[config.mk]
export PLATFORM = sky130hd
export DESIGN_NAME = lav_rows
export DESIGN_NICKNAME = d
export VERILOG_FILES = /design/src/rtl/lav_pkg.sv /design/src/rtl/lav_rows.sv
export SDC_FILE = /design/constraint.sdc
export NUM_CORES = 1
export LEC_CHECK = 0
export ABC_AREA = 1
export BUFFER_PORTS_ARGS = -buffer_cell sky130_fd_sc_hd__buf_2
export CORE_ASPECT_RATIO = 1.4
export CORE_UTILIZATION = 30
export DETAILED_ROUTE_END_ITERATION = 10
export GPL_TIMING_DRIVEN = 1
export HOLD_SLACK_MARGIN = 0.03
export PLACE_DENSITY = 0.59
export SLEW_MARGIN = 10
export SYNTH_ARGS = -nofsm -noshare
export SYNTH_HDL_FRONTEND = slang
export SYNTH_SLANG_ARGS = --single-unit
[constraint.sdc]
create_clock -name clock -period 22.7 [get_ports clock]
set_input_delay 2.27 -clock clock [delete_from_list [all_inputs] [get_ports clock]]
set_output_delay 2.27 -clock clock [all_outputs]
set_load 0.02 [all_outputs]
[src/rtl/lav_pkg.sv]
`timescale 1ns / 1ps
package lav_pkg;

   // Fixed point format of all vector entries
   localparam int FRAC_BITS = 16;
   localparam int WORD_W    = 32;
   // Unit vector entries lie in [-2^FRAC_BITS, 2^FRAC_BITS]
   localparam int UNIT_W    = FRAC_BITS + 2;
   // Cross products and raw differences
   localparam int CROSS_W   = FRAC_BITS + 34;
   // Dot product sums
   localparam int DOT_W     = CROSS_W + 2;

   // Row codes
   localparam logic [1:0] ROW_FIRST = 2'd0;
   localparam logic [1:0] ROW_LAST  = 2'd2;

   typedef logic signed [WORD_W-1:0]  word_type;
   typedef logic signed [UNIT_W-1:0]  unit_type;
   typedef logic signed [CROSS_W-1:0] wide_type;

   typedef word_type [2:0] wvec_type;
   typedef unit_type [2:0] uvec_type;
   typedef wide_type [2:0] cvec_type;

   localparam word_type WORD_ONE = word_type'(1) << FRAC_BITS;
   localparam word_type WORD_MAX = {1'b0, {(WORD_W-1){1'b1}}};
   localparam word_type WORD_MIN = {1'b1, {(WORD_W-1){1'b0}}};

   // Everything a request carries between the math units
   typedef struct packed {
      wvec_type eye;
      wvec_type up;
      uvec_type f;
      uvec_type r;
      logic     deg;
   } side_type;

   typedef logic [3:0][WORD_W-1:0] row_type;
   typedef row_type [2:0]          mat_type;

endpackage

[src/rtl/lav_rows.sv]
`timescale 1ns / 1ps
module lav_rows (
   input  logic              clock,
   input  logic              reset,
   input  logic              in_valid,
   input  lav_pkg::mat_type  in_rows,
   input  logic              in_deg,
   output logic              in_stall,
   output logic              out_valid,
   input  logic              out_stall,
   output logic [1:0]        out_row_index,
   output lav_pkg::word_type out_col0,
   output lav_pkg::word_type out_col1,
   output lav_pkg::word_type out_col2,
   output lav_pkg::word_type out_col3,
   output logic              out_degenerate,
   output logic              out_last_row
);
   import lav_pkg::*;

   logic       vld_ff, vld_in;
   logic [1:0] idx_ff, idx_in;
   mat_type    rows_ff, rows_in;
   logic       deg_ff, deg_in;
   logic       acc;
   logic       take;

   // Load a new matrix when empty or once the last row has gone out
   always_comb begin
      acc     = vld_ff && !out_stall;
      take    = !vld_ff || (acc && idx_ff == ROW_LAST);
      vld_in  = vld_ff;
      idx_in  = idx_ff;
      rows_in = rows_ff;
      deg_in  = deg_ff;
      if (take) begin
         vld_in  = in_valid;
         idx_in  = ROW_FIRST;
         rows_in = in_rows;
         deg_in  = in_deg;
      end else if (acc) begin
         idx_in = idx_ff + 2'd1;
      end
   end

   always_ff @(posedge clock) begin
      if (reset) begin
         vld_ff <= 1'b0;
         idx_ff <= ROW_FIRST;
      end else begin
         vld_ff <= vld_in;
         idx_ff <= idx_in;
      end
   end

   always_ff @(posedge clock) begin
      rows_ff <= rows_in;
      deg_ff  <= deg_in;
   end

   assign in_stall       = !take;
   assign out_valid      = vld_ff;
   assign out_row_index  = idx_ff;
   assign out_col0       = rows_ff[idx_ff][0];
   assign out_col1       = rows_ff[idx_ff][1];
   assign out_col2       = rows_ff[idx_ff][2];
   assign out_col3       = rows_ff[idx_ff][3];
   assign out_degenerate = deg_ff;
   assign out_last_row   = (idx_ff == ROW_LAST);

endmodule

* After elaboration in Yosys (flattened, before gate mapping)
Cells that the tools add are included.
Widths: inputs -> output; s select.
** Storage, ports and cells
- Output and inout bits :: 134
- Bits in registers :: 388
- Bits of input ports :: 389
- Word-level logic and storage cells :: 27
** Operators by class
- Eq/ne operators :: 1
- Add/subtract/negate cells :: 1
- Magnitude comparators :: 1
- Reductions and logical operators :: 7
- Multiplexer cells :: 2
** Operators by type and width (count)
- $bmux 128 s2 :: 1
- $mux 128 :: 1
- $logic_not 1->1 :: 3
- $lt 2x3->1 const B :: 1
- $add 2x1->2 const B :: 1
- $eq 2x2->1 const B :: 1
- $logic_and 1x1->1 :: 2
- $reduce_or 2->1 :: 1
- $logic_or 1x1->1 :: 1

* Longest topological paths before layout
- Depth in word-level cells :: 5
- Mapped depth :: 8
- Gate-level depth less buffers :: 5

* Worst setup path after synthesis
No wires, ideal clock.
- Path kind :: input port to output port
- Start point :: input out_stall
- End point :: output in_stall
- Required time :: 20.430 ns
- Buffers on the path :: 0
- Data arrival time :: 12.167 ns
- Slack :: 8.263 ns
- Cell stages on the path :: 4
- Path through :: inv_1 nand2_1 nand2_1 inv_1
** On the way
- Word-level cells in the longest chain between the ends :: 5
** Ends and longest elaborated chain
- from (decl) :: line lav_rows.sv:10 : input logic out_stall,
- $logic_not 1->1 :: line lav_rows.sv:30 : acc = vld_ff && !out_stall;
- $logic_and 1x1->1 :: line lav_rows.sv:30
- $logic_and 1x1->1 :: line lav_rows.sv:31 : take = !vld_ff || (acc && idx_ff == ROW_LAST);
- $logic_or 1x1->1 :: line lav_rows.sv:31
- named net take :: line lav_rows.sv:26 : logic take;
- $logic_not 1->1 :: line lav_rows.sv:61 : assign in_stall = !take;
- to (decl) :: line lav_rows.sv:8 : output logic in_stall,
The timed path passes the listed nets, and every way through them passes these cells.

* Worst setup path in the final report
- Start point :: register idx_ff[1], in the netlist out_row_index[1]
- End point :: output out_col0[11]
** On the way
- Word-level cells in the longest chain between the ends :: 2
** Ends and longest elaborated chain
- from (decl) :: line lav_rows.sv:22 : logic [1:0] idx_ff, idx_in;
- from (signal assigned) :: line lav_rows.sv:52 : idx_ff <= idx_in;
- $bmux 128 s2 :: line lav_rows.sv:64 : assign out_col0 = rows_ff[idx_ff][0];
- $mux 128
- to (decl) :: line lav_rows.sv:12 : output lav_pkg::word_type out_col0,
Every way passes these cells. The select of a mux whose other input is x is not followed.

==> impl_metrics.ini <==
[sta]
min_period_ps = 5960
max_slew_margin = 0.07281
slew_viol_final = 0
fmax_ghz = 0.1678
fin_skew_ps = 18.89
tightest_slew_ps = 1391
setup_ws_ps = 16740
rsz0062_at_grt = no
hold_viol_final = 0
fin_crit_sh = 0.2626
final.setup.tns_ps = 0
setup_viol = 0

[synth]
yosysTopAreaCellShare = 0.7919
synthCells = 989
yosys_warnings = 0
syn_nets = 1379
synth.distinct_cells = 20
ys_seq_elements = 388
yosysSeqAreaShare = 0.7960
yosys-top-cells-area = edfxtp_1, o21ai_0, nand3_1
syn_area_per_cell_sq_um = 14.76
yosys.area.top_type = edfxtp_1
synth_area_sq_um = 14600

[cts]
cts_resized = 0
cts_root_buffer = clkbuf_16
h-tree-depth = 2
clk_path_buf_depth = 3
cts_setup_buffers = 0
clk_latency_ps = 550
cts_tree = built
clk_pin_slew_ps = 60
clock_sinks = 388
numCtsBuffers = 40
ctsHoldBuffers = 0

[global_route]
antenna_found_initial = 18
grt_max_degree = 184
grt-ovfl-total = 0
grtUsageTotal = 0.1564
grt_pass1_wl_mm = 59.13
grt_pass1_vias = 10490

[routing]
ant_nets = 0
dr.pass1.iters = 5
wire_per_inst_um = 18.57
vias = 10160
routed_wl_mm = 40.23
drc = 0
routed_via_density = 4.689
drtIter0Drc = 531

[setup_path]
path_delay_family = buffers and inverters
cp-endpoint = out_col0[11]
cp-startpoint = out_row_index[1]
max_stage_delay_ps = 1060
end_kind = primary output
r2r_end = rows_ff[142]
r2r-start = out_row_index[0]
crit_arrival_ps = 3690
crit_chain = clkinv_2 > buf_4 > o21ai_0 > o21ai_0 > buf_2
r2r.worst_path.cells = 6
crit_type = flip-flop to primary output
cp_data_required_time_ps = 20430
cpMostUsedCell = o21ai_0
start_kind = flip-flop
crit_fanout = 68
worst-path-buf-inv = 3
cp.depth = 5
cpMaxStageDelayCell = clkinv_2
reg2reg_slack_ps = 18400

[placement]
gp_congestion = 0.8648
dpl_worst_slack_ps = 16920
dp_cells = 2079
dp_hpwl_mm = 26.44
io_buffers = 522

[floorplan]
dieHeight_um = 263.0
rows = 95
die_x_um = 188.4
start_util = 0.3040
io_pins = 523
dieArea_sq_um = 49560
core_area_sq_um = 48020

[power_and_ir_drop]
power_mw = 1.652
p_per_area_nw_per_um2 = 87.38
p_leak_nw = 7.326
ir_drop_uv = 65.18

[status]
status = finished, final reports clean

[final_layout]
nFillCells = 4623
final_net_count = 1881
syn_to_final_growth_pct = 29.48
final_cells = 2166
drive_gt1_frac = 0.3882
mostFrequentLayoutCell = buf_2
final_cell_mix = buf_2, edfxtp_1, o21ai_0

[hold_path]
min_path_type = flip-flop to flip-flop
min_path_cells = 2
worstHoldStart = out_valid

[flow_run]
drv_cap = 0
[sequential cells by signal, indices dropped and copies added, names as in the netlist]
register,count
rows_ff,384
out_row_index,2
out_degenerate,1
out_valid,1
[routing by layer]
metal,wire length (um),vias up,GRT usage
li1,-,4734,-
met2,21610,428,0.2846
met3,3242,86,0.04639
met1,13950,4904,0.1604
met4,1399,4,0.07956
met5,29,-,0
[area by class of cell]
type                    instances  area [sq um]  share of cell area
diodes                         16         40.04            0.002118
inverters                       6         31.28            0.001655
clock buffers                  51          1064             0.05626
clock inverters                20         187.7            0.009929
well taps                     630         788.3             0.04170
flip-flops and latches        388         11630              0.6152
multi-input cells             525          2479              0.1311
repair buffers                530          2685              0.1420
[where the power goes]
group / leakage (nW) / switching [mW] / internal, mW
registers: 3.86 / 0.0170 / 0.858
logic: 2.87 / 0.0933 / 0.0500
clock network: 0.601 / 0.267 / 0.367
[synth_stat cells]
cell and n:
buf_2 21, buf_4 10, o21ai_1 100, inv_2 1, buf_8 2, a21oi_1 2, nand3_1 130, dfxtp_1 3
buf_6 16, ha_1 1, o21ai_0 156, clkbuf_1 12, nand3_2 1, buf_1 1, inv_1 4, nand2_1 7
clkbuf_2 8, nor2_1 128, edfxtp_1 385, inv_6 1
[how the worst min path moves through the flow]
stage	to	slack (ps)
floorplan	out_row_index[0]	600
global placement	out_row_index[0]	560
detailed placement	out_row_index[0]	580
CTS	out_row_index[0]	580
global route	out_row_index[0]	610
finish	out_row_index[0]	580
[cells by family (layout without fill, tap and decap cells)]
kind of cell	after synthesis	after routing	share of synthesized area
fa+ha+maj	1	1	0.0008569
compound gates	258	258	0.08845
buf+inv	76	607	0.03471
flops	388	388	0.7960
other cells	0	16	0
simple gates	266	266	0.07996
[stage by stage]
| stage | hold slack, ps | area [sq um] | util |
|---|---|---|---|
| floorplan | 598.0 | 14600 | - |
| global placement | 564.9 | 17610 | 0.3668 |
| detailed placement | 575.8 | 17610 | 0.3668 |
| CTS | 580.8 | 18860 | 0.3928 |
| global route | 610.2 | 18900 | 0.3936 |
| finish | 575.7 | 18900 | 0.3936 |
[worst register-to-register path: stages, from the launching register on]
cell and delay (ps):
dfxtp_4 560, inv_8 540, ha_1 270, nand2_1 120, nand2_4 570, buf_4 790, buf_4 1000
No activity file was read; power rests on OpenSTA's default activity.
